$ cat config.mk
export PLATFORM = sky130hd
export DESIGN_NAME = sequential_key_list_core
export DESIGN_NICKNAME = d
export VERILOG_FILES = /design/src/rtl/core/skl_pkg.sv /design/src/rtl/core/sequential_key_list_core.sv /design/src/rtl/core/skl_ram.sv
export SDC_FILE = /design/constraint.sdc
export NUM_CORES = 2
export LEC_CHECK = 0
export BUFFER_PORTS_ARGS = -buffer_cell sky130_fd_sc_hd__clkbuf_2
export CAP_MARGIN = 40
export CORE_UTILIZATION = 30
export DETAILED_ROUTE_END_ITERATION = 10
export GPL_TIMING_DRIVEN = 0
export PLACE_DENSITY = 0.49
export SLEW_MARGIN = 5
export SYNTH_ARGS = -nofsm -noshare
export SYNTH_HDL_FRONTEND = slang
export SYNTH_SLANG_ARGS = --single-unit
$ cat constraint.sdc
create_clock -name clk -period 5.51 [get_ports clk]
set_input_delay 1.653 -clock clk [delete_from_list [all_inputs] [get_ports clk]]
set_output_delay 1.653 -clock clk [all_outputs]
set_load 0.005 [all_outputs]
$ cat src/rtl/core/skl_pkg.sv
`default_nettype none

package skl_pkg;

	// Field widths fixed by the item format.
	localparam int unsigned MODE_W  = 2;
	localparam int unsigned KEY_W   = 32;
	localparam int unsigned STAT_W  = 2;
	localparam int unsigned POS_W   = 6;
	localparam int unsigned COUNT_W = 7;

	// Request modes.
	localparam logic [MODE_W-1:0] MODE_INSERT = 2'd0;
	localparam logic [MODE_W-1:0] MODE_SEARCH = 2'd1;
	localparam logic [MODE_W-1:0] MODE_DELETE = 2'd2;
	localparam logic [MODE_W-1:0] MODE_CLEAR  = 2'd3;

	// Result status codes.
	localparam logic [STAT_W-1:0] ST_OK      = 2'd0;
	localparam logic [STAT_W-1:0] ST_FULL    = 2'd1;
	localparam logic [STAT_W-1:0] ST_MISSING = 2'd2;

	// Sequencer states.
	typedef enum logic [1:0] {
		S_IDLE,
		S_SCAN,
		S_SHIFT,
		S_RESULT
	} state_t;

endpackage

`default_nettype wire

$ cat src/rtl/core/sequential_key_list_core.sv
// Insert and clear: once the input beat is accepted, the state register moves to S_RESULT and
// the output register then takes the result beat. Search: the scan reads one entry per cycle from
// the RAM. Delete: scan as for search up to the match, then move each later entry one place lower.
// One request is in work at a time. Reset (arst_n low) clears the sequencer, the count and the
// output valid flag; the key RAM is not cleared, since only entries below the count are ever read.
`default_nettype none

module sequential_key_list_core #(
	parameter int unsigned CAPACITY = 64
) (
	input  wire logic                          clk,
	input  wire logic                          arst_n,
	input  wire logic                          in_valid,
	output logic                               in_ready,
	input  wire logic [skl_pkg::MODE_W-1:0]    mode,
	input  wire logic signed [skl_pkg::KEY_W-1:0] key,
	output logic                               out_valid,
	input  wire logic                          out_ready,
	output logic      [skl_pkg::STAT_W-1:0]    status,
	output logic      [skl_pkg::POS_W-1:0]     position,
	output logic      [skl_pkg::COUNT_W-1:0]   count
);

	import skl_pkg::*;

	localparam int unsigned IDX_W = (CAPACITY > 1) ? $clog2(CAPACITY) : 1;
	localparam int unsigned CNT_W = $clog2(CAPACITY + 1);
	localparam logic [CNT_W-1:0] CAP_C = CNT_W'(CAPACITY);
	localparam logic [CNT_W-1:0] ONE_C = CNT_W'(1);

	state_t state_q, state_d;

	logic [CNT_W-1:0]  cnt_q, cnt_d;
	logic [CNT_W-1:0]  ptr_q, ptr_d;
	logic [CNT_W-1:0]  pidx_q, pidx_d;
	logic              pend_q, pend_d;
	logic [MODE_W-1:0] mode_q, mode_d;
	logic [KEY_W-1:0]  key_q, key_d;
	logic [STAT_W-1:0] res_stat_q, res_stat_d;
	logic [CNT_W-1:0]  res_pos_q, res_pos_d;

	logic               out_valid_q;
	logic [STAT_W-1:0]  status_q;
	logic [POS_W-1:0]   position_q;
	logic [COUNT_W-1:0] count_q;

	logic              ram_wr_en;
	logic [IDX_W-1:0]  ram_wr_addr;
	logic [KEY_W-1:0]  ram_wr_data;
	logic              ram_rd_en;
	logic [IDX_W-1:0]  ram_rd_addr;
	logic [KEY_W-1:0]  ram_rd_data;

	logic              in_beat;
	logic              out_free;
	logic              hit;
	logic [CNT_W-1:0]  cnt_m1;
	logic [CNT_W-1:0]  pidx_m1;

	// Key store.
	skl_ram #(
		.WIDTH (KEY_W),
		.DEPTH (CAPACITY)
	) u_ram (
		.clk     (clk),
		.wr_en   (ram_wr_en),
		.wr_addr (ram_wr_addr),
		.wr_data (ram_wr_data),
		.rd_en   (ram_rd_en),
		.rd_addr (ram_rd_addr),
		.rd_data (ram_rd_data)
	);

	assign in_ready = (state_q == S_IDLE);
	assign in_beat  = in_valid && in_ready;
	assign out_free = !out_valid_q || out_ready;

	// Shared compare unit and index arithmetic.
	assign hit     = pend_q && (ram_rd_data == key_q);
	assign cnt_m1  = cnt_q - ONE_C;
	assign pidx_m1 = pidx_q - ONE_C;

	// Sequencer: next state, RAM control and working registers.
	always_comb begin
		state_d    = state_q;
		cnt_d      = cnt_q;
		ptr_d      = ptr_q;
		pidx_d     = pidx_q;
		pend_d     = pend_q;
		mode_d     = mode_q;
		key_d      = key_q;
		res_stat_d = res_stat_q;
		res_pos_d  = res_pos_q;

		ram_wr_en   = 1'b0;
		ram_wr_addr = cnt_q[IDX_W-1:0];
		ram_wr_data = key;
		ram_rd_en   = 1'b0;
		ram_rd_addr = ptr_q[IDX_W-1:0];

		unique case (state_q)
			S_IDLE: begin
				if (in_beat) begin
					mode_d     = mode;
					key_d      = key;
					res_stat_d = ST_OK;
					res_pos_d  = '0;
					ptr_d      = '0;
					pend_d     = 1'b0;
					unique case (mode)
						MODE_INSERT: begin
							if (cnt_q < CAP_C) begin
								ram_wr_en = 1'b1;
								cnt_d     = cnt_q + ONE_C;
							end else begin
								res_stat_d = ST_FULL;
							end
							state_d = S_RESULT;
						end
						MODE_SEARCH, MODE_DELETE: begin
							if (cnt_q == '0) begin
								res_stat_d = ST_MISSING;
								state_d    = S_RESULT;
							end else begin
								state_d = S_SCAN;
							end
						end
						default: begin
							cnt_d   = '0;
							state_d = S_RESULT;
						end
					endcase
				end
			end

			S_SCAN: begin
				priority if (hit) begin
					if (mode_q == MODE_SEARCH) begin
						res_pos_d = pidx_q;
						state_d   = S_RESULT;
					end else begin
						ptr_d   = pidx_q + ONE_C;
						pend_d  = 1'b0;
						state_d = S_SHIFT;
					end
				end else if (pend_q && (pidx_q == cnt_m1)) begin
					res_stat_d = ST_MISSING;
					state_d    = S_RESULT;
				end else if (ptr_q < cnt_q) begin
					ram_rd_en = 1'b1;
					pidx_d    = ptr_q;
					pend_d    = 1'b1;
					ptr_d     = ptr_q + ONE_C;
				end else begin
					pend_d = 1'b0;
				end
			end

			S_SHIFT: begin
				// Write back the entry read last cycle one place lower.
				if (pend_q) begin
					ram_wr_en   = 1'b1;
					ram_wr_addr = pidx_m1[IDX_W-1:0];
					ram_wr_data = ram_rd_data;
				end
				if (ptr_q < cnt_q) begin
					ram_rd_en = 1'b1;
					pidx_d    = ptr_q;
					pend_d    = 1'b1;
					ptr_d     = ptr_q + ONE_C;
				end else begin
					pend_d = 1'b0;
					if (!pend_q) begin
						cnt_d   = cnt_m1;
						state_d = S_RESULT;
					end
				end
			end

			S_RESULT: begin
				if (out_free) begin
					state_d = S_IDLE;
				end
			end

			default: begin
				state_d = S_IDLE;
			end
		endcase
	end

	// Sequencer and count registers.
	always_ff @(posedge clk or negedge arst_n) begin
		if (!arst_n) begin
			state_q <= S_IDLE;
			cnt_q   <= '0;
			pend_q  <= 1'b0;
		end else begin
			state_q <= state_d;
			cnt_q   <= cnt_d;
			pend_q  <= pend_d;
		end
	end

	// Working payload registers.
	always_ff @(posedge clk) begin
		ptr_q      <= ptr_d;
		pidx_q     <= pidx_d;
		mode_q     <= mode_d;
		key_q      <= key_d;
		res_stat_q <= res_stat_d;
		res_pos_q  <= res_pos_d;
	end

	// Output register holds the result until its beat is taken.
	always_ff @(posedge clk or negedge arst_n) begin
		if (!arst_n) begin
			out_valid_q <= 1'b0;
		end else if ((state_q == S_RESULT) && out_free) begin
			out_valid_q <= 1'b1;
		end else if (out_ready) begin
			out_valid_q <= 1'b0;
		end
	end

	always_ff @(posedge clk) begin
		if ((state_q == S_RESULT) && out_free) begin
			status_q   <= res_stat_q;
			position_q <= POS_W'(res_pos_q);
			count_q    <= COUNT_W'(cnt_q);
		end
	end

	assign out_valid = out_valid_q;
	assign status    = status_q;
	assign position  = position_q;
	assign count     = count_q;

endmodule

`default_nettype wire

$ cat src/rtl/core/skl_ram.sv
`default_nettype none

module skl_ram #(
	parameter int unsigned WIDTH = 32,
	parameter int unsigned DEPTH = 64,
	parameter int unsigned ADDR_W = (DEPTH > 1) ? $clog2(DEPTH) : 1
) (
	input  wire logic              clk,
	input  wire logic              wr_en,
	input  wire logic [ADDR_W-1:0] wr_addr,
	input  wire logic [WIDTH-1:0]  wr_data,
	input  wire logic              rd_en,
	input  wire logic [ADDR_W-1:0] rd_addr,
	output logic      [WIDTH-1:0]  rd_data
);

	logic [WIDTH-1:0] mem_q [DEPTH];
	logic [WIDTH-1:0] rd_data_q;

	// One write port and one registered read port.
	always_ff @(posedge clk) begin
		if (wr_en) begin
			mem_q[wr_addr] <= wr_data;
		end
		if (rd_en) begin
			rd_data_q <= mem_q[rd_addr];
		end
	end

	assign rd_data = rd_data_q;

endmodule

`default_nettype wire
### Word level (Yosys, flattened, before mapping)

Memories as Yosys holds them, arrays and structs flattened. A register that Yosys moved wholly into a read port is not among the register bits.
Index checks and enable logic that the tools add are counted.

* memories: 1
* bits in registers: 82
* word-level logic and storage cells: 123
* output and inout port bits: 17
* bits in writable memories: 2048
* bits of input ports: 38

Memory list
* u_ram.mem_q: depth 64, width 32, read ports 1, clocked after memory_dff 1, wr ports 1, RTL line skl_ram.sv:17 `logic [WIDTH-1:0] mem_q [DEPTH];`

* equality and inequality tests: 22
* order comparisons: 2
* reduce and logical (&&, ||, !) cells: 22
* add/sub/neg operators: 5
* mux-type cells: 58

Operators by type and width (count)
* 7-bit 2-to-1 mux: 12
* 32-bit 2-to-1 mux: 2
* 7-bit case mux with 2 select lines: 3
* 32-bit == test: 1
* 2-bit 2-to-1 mux: 12
* 6-bit 2-to-1 mux: 4
* 7-bit by 1-bit adder with 7-bit output, second input constant: 3
* 7-bit case mux with 3 select lines: 1
* 2-bit inequality test, second input constant: 9
* 1-bit 2-to-1 mux: 17
* 3-bit inequality test, second input constant: 4
* 6-bit case mux with 2 select lines: 1
* 4-bit AND reduction: 3
* 2-bit case mux with 2 select lines: 2
* 2-bit case mux with 4 select lines: 1
* 2-bit nonzero test: 4
* 7-bit == test: 1
* 7-bit logical NOT: 1
* 7-bit less-than comparator: 1
* 7-bit less-than comparator, second input constant: 1
* 7-bit by 1-bit subtractor with 7-bit output, second input constant: 1
* 2-bit by 1-bit == test with 1-bit output, second input constant: 3
* 2-bit == test, second input constant: 3
* 6-bit AND reduction: 1
* other kinds (13): 18

### Longest topological paths before layout

* word-level depth: 7
* gate-level depth with buffers: 10
* depth with buffers taken out: 9

### By module

From an unflattened synthesis, not the netlist that was laid out.

* cell total of the unflattened synthesis: 3741
* area total of the unflattened synthesis: 83641.5 um2

By module, submodules not included
* skl_ram: seq. area each 62459.9 um2, times used 1, cells an instance 3324, area an instance 78835.6 um2
* sequential_key_list_core: seq. area each 2407.3 um2, times used 1, cells an instance 417, area an instance 4805.9 um2

### Least setup slack after synthesis

Ideal clock, no wire load.

* path type: in2reg
* from: in in_valid
* to: mem u_ram.mem_q[47][0], enable pin
* required time: 5.089 ns
* library setup time: 0.421 ns
* buffers on the path: 0
* slack: 0.576 ns
* stages: 7
* data arrival time: 4.513 ns
* cell sequence: nand2_1 -> inv_1 -> and3_1 -> nand3_1 -> o21ai_0 -> nand2_1 -> nor2_1

* cells in the longest elaborated chain, start to end: 5

RTL lines
* start: declaration: RTL line sequential_key_list_core.sv:13 `input wire logic in_valid,`
* 1-bit logical AND: RTL line sequential_key_list_core.sv:75 `assign in_beat = in_valid && in_ready;`
* 1-bit 2-to-1 mux: RTL line sequential_key_list_core.sv:103 `if (in_beat) begin`
* 1-bit case mux with 2 select lines: RTL line sequential_key_list_core.sv:101 `unique case (state_q)`
* 1-bit 2-to-1 mux: RTL line skl_ram.sv:22 `if (wr_en) begin`
* 1-bit 2-to-1 mux (not written as such): RTL line skl_ram.sv:23 `mem_q[wr_addr] <= wr_data;`
* end: declaration: RTL line skl_ram.sv:17

No other way between the ends.

### Worst setup path in the final report

* from: reg state_q[0]
* to: mem u_ram.mem_q[1][1], enable pin

* cells in the longest elaborated chain, start to end: 6
* elaborated cells on any way between the ends: 8
* classes of those cells: eq/ne: 1; mux: 5; reduce/logical: 2

RTL lines
* start: declaration: RTL line sequential_key_list_core.sv:31 `state_t state_q, state_d;`
* start signal: assignment: RTL line sequential_key_list_core.sv:199 `state_q <= state_d;`
* 2-bit logical NOT: RTL line sequential_key_list_core.sv:74, sequential_key_list_core.sv:101
* 1-bit logical AND: RTL line sequential_key_list_core.sv:75
* 1-bit 2-to-1 mux: RTL line sequential_key_list_core.sv:103
* 1-bit case mux with 2 select lines: RTL line sequential_key_list_core.sv:101
* 1-bit 2-to-1 mux: RTL line skl_ram.sv:22
* 1-bit 2-to-1 mux (not written as such): RTL line skl_ram.sv:23

Parallel ways exist; a longest one is shown, timed or not.

==> impl_metrics.json <==
{
  "status": "finished clean",
  "grtUsageTotal_pct": 16.9,
  "nNetsFinal": 3898,
  "synth_adder_area_share_pct": 0.255,
  "synthToLayoutAreaGrowth_pct": 18.5,
  "drv_slew": 0,
  "port_buffers": 54,
  "cts-resized-gates": 0,
  "final_util_pct": 35.7,
  "ctsHoldBuffers": 0,
  "async_flop_share_pct": 0.509,
  "synth_top_family_by_area": "multiplexers",
  "muxShareOfSynthArea_pct": 18.7,
  "post-cts-setup-buffers": 0,
  "row_count": 193,
  "powerDensity_mw_per_mm2": 337,
  "synth_area_leaders": "edfxtp_1, mux4_2, mux2_2",
  "cts_tree": "done",
  "power.total_uw": 33400,
  "avgSynthCellArea_um2": 24.4,
  "hold_viol_final": 0,
  "drtPass1Iterations": 7,
  "hp-class": "reg -> reg",
  "route.detailed.drc": 0,
  "cp_common_cell": "nand2_1",
  "viasPerCell": 5.03,
  "arrival_ns": 5.16,
  "switchingPower_uw": 6770,
  "cts_max_path_buffers": 3,
  "cts_made_buffers": 219,
  "die_y_um": 529,
  "worstSetupPathType": "reg -> reg",
  "yosysSeqAreaShare_pct": 77.8,
  "first_iter_violations": 4475,
  "synth_area_leader_cell": "edfxtp_1",
  "grt_pass1_vias": 39300,
  "synth_xor_area_share_pct": 0.557,
  "setup_violations": 0,
  "critical_path.slowest_cell": "o21ai_0",
  "yosysUniqueCellTypes": 54,
  "layout_commonest_cell": "edfxtp_1",
  "rsz0062_at_grt": "false",
  "period_share_pct": 83.3,
  "cts.htree.levels": 4,
  "num_vias": 38900,
  "p_comb_share_pct": 1.2,
  "internal-power_uw": 26600,
  "power_leakage_uw": 0.0311,
  "pwr-share-seq_pct": 54.2,
  "syn-cell-area_mm2": 0.0834,
  "cts_sinks": 2162,
  "finalWeightedCongestion": 0.825,
  "synth-edff-count": 2151,
  "swShare_pct": 20.3,
  "yosysTopAreaCellShare_pct": 77.5,
  "ys_ff_latch": 2162,
  "critPathLaunchType": "flop",
  "wl_per_cell_um": 30.6,
  "synthSimpleGateAreaFrac_pct": 1.16,
  "core_area_mm2": 0.276,
  "syn_nets": 3472,
  "cp_max_fo": 18,
  "cap_violations": 0,
  "synthCells": 3417,
  "layout_min_cycle_time_ns": 4.59,
  "tightest_slew_ns": 0.999,
  "yosys_warnings": 0,
  "mostFrequentLayoutCells": "edfxtp_1, mux4_2, clkbuf_16, clkbuf_1, buf_12",
  "postRouteWirelength_um": 237000,
  "synthFlopType": "edfxtp_1",
  "fin_ws_ns": 0.918,
  "fin_skew_ns": 0.0662,
  "dpl_worst_slack_ns": 0.445,
  "critPathCaptureType": "flop",
  "ir_drop_uv": 246,
  "clk_pin_slew_ns": 0.06,
  "io_pins": 55,
  "power.share.clock_pct": 44.7,
  "cts-root-buf": "clkbuf_16",
  "slew_headroom_pct": 32.7,
  "dieWidth_um": 529,
  "grt_pass1_wl_um": 326000,
  "clk_latency_ns": 0.89,
  "dp.final_hpwl_um": 160000,
  "worstPathCellList": "inv_1 -> ha_1 -> nand2_1 -> clkbuf_1 -> o21ai_0 -> nand2_1 -> buf_8 -> nor2_4 -> buf_12",
  "drive_gt1_share_pct": 33.7,
  "max_stage_delay_ns": 0.88,
  "drtAntennaViolNets": 0,
  "whs_ns": 0.418,
  "die_area_mm2": 0.280,
  "synth_compound_area_share_pct": 0.576,
  "fmax_ghz": 0.218,
  "grt_max_degree": 65,
  "grt_overflow_total": 0,
  "initial_core_util_pct": 30.2,
  "crit_required_ns": 6.07,
  "grt_antenna_before_repair": 22
}
-- critical path, delay by kind of cell, from the launching register on --
family / cells / cell delay [ns]
and+or+nand+nor: 3 / 1.47
buffers and inverters: 4 / 1.09
AOI/OAI and AO/OA: 1 / 0.88
DFF: 1 / 0.44
adders and majority gates: 1 / 0.34
-- power by group through the flow --
stage / sequential, uW / clock [uW] / combinational [uW]
after CTS: 18100 / 15200 / 392
after global routing: 18100 / 15700 / 410
after detailed placement: 18400 / 0 / 393
final: 18100 / 14900 / 392
after global placement: 18400 / 0 / 330
after floorplan: 18400 / 0 / 127
-- synthesized netlist by cell type, drive strengths merged (2+ instances only) --
cell	count
edfxtp	2151
mux4	672
clkbuf	97
nor2	87
buf	74
nand2	47
xnor2	36
mux2	35
o21ai	23
a21oi	19
ha	17
xor2	17
inv	16
nand3	13
dfrtp	11
and2	10
nand4	10
o22ai	8
and3	7
nand2b	7
nor3	7
o21a	5
o31ai	5
mux2i	4
and4	3
nor3b	3
nor4	3
nor4b	3
a22oi	2
a31oi	2
nor2b	2
o2111ai	2
o211ai	2
-- cell type report --
type | count | area, um^2
antenna | 10 | 25.0
multi-input combinational | 1067 | 18300
sequential | 2162 | 64900
buffer | 171 | 766
clock inverter | 147 | 1500
clock buffer | 261 | 5680
fill | 25200 | 178000
inverter | 17 | 63.8
timing repair buffer | 205 | 3030
tap | 3705 | 4640
-- final timing paths --
kind,from,endpoint,slack (ns),cells after the start
min reg2reg,res_pos_q[0],position[0],0.42,0
max,state_q[0],u_ram.mem_q[1][1],0.92,9
max in group asynchronous,arst_n,out_valid,4.62,1
min,res_pos_q[0],position[0],0.42,0
min in group asynchronous,arst_n,pend_q,0.65,1
max reg2reg,state_q[0],u_ram.mem_q[1][1],0.92,9
-- per-stage QoR --
step | TNS, ns | cell area (um^2) | cells
finish | 0 | 98800 | 7745
global route | 0 | 98800 | 7736
CTS | 0 | 98800 | 7732
detailed placement | 0 | 91600 | 7324
global placement | -5212.22 | 88300 | 7176
floorplan | 0 | 83400 | 3417
-- logic make-up after synthesis --
logic type / count (synthesis)
XOR/XNOR: 53
buffers and inverters: 188
multiplexers: 711
adder cells (fa/ha/maj): 17
AND/OR/NAND/NOR: 208
flip-flops: 2162
AO/OA/AOI/OAI: 78
-- sequential cells by signal (all words and copies together), names as in the netlist --
| signal | cells |
|---|---|
| u_ram.mem_q | 2048 |
| key_q | 32 |
| u_ram.rd_data | 32 |
| cnt_q | 7 |
| count | 7 |
| pidx_q | 7 |
| ptr_q | 7 |
| position | 6 |
| res_pos_q | 6 |
| mode_q | 2 |
| res_stat_q | 2 |
| state_q | 2 |
| status | 2 |
| out_valid | 1 |
| pend_q | 1 |
-- per-layer routing --
| metal | GRT usage [%] | wire, um | up-vias |
|---|---|---|---|
| li1 | - | - | 15700 |
| met1 | 23.4 | 102000 | 21600 |
| met2 | 26.6 | 111000 | 1311 |
| met3 | 2.90 | 14800 | 332 |
| met4 | 6.09 | 8430 | 8 |
| met5 | 0 | 54 | - |
No activity file was read; power rests on OpenSTA's default activity.
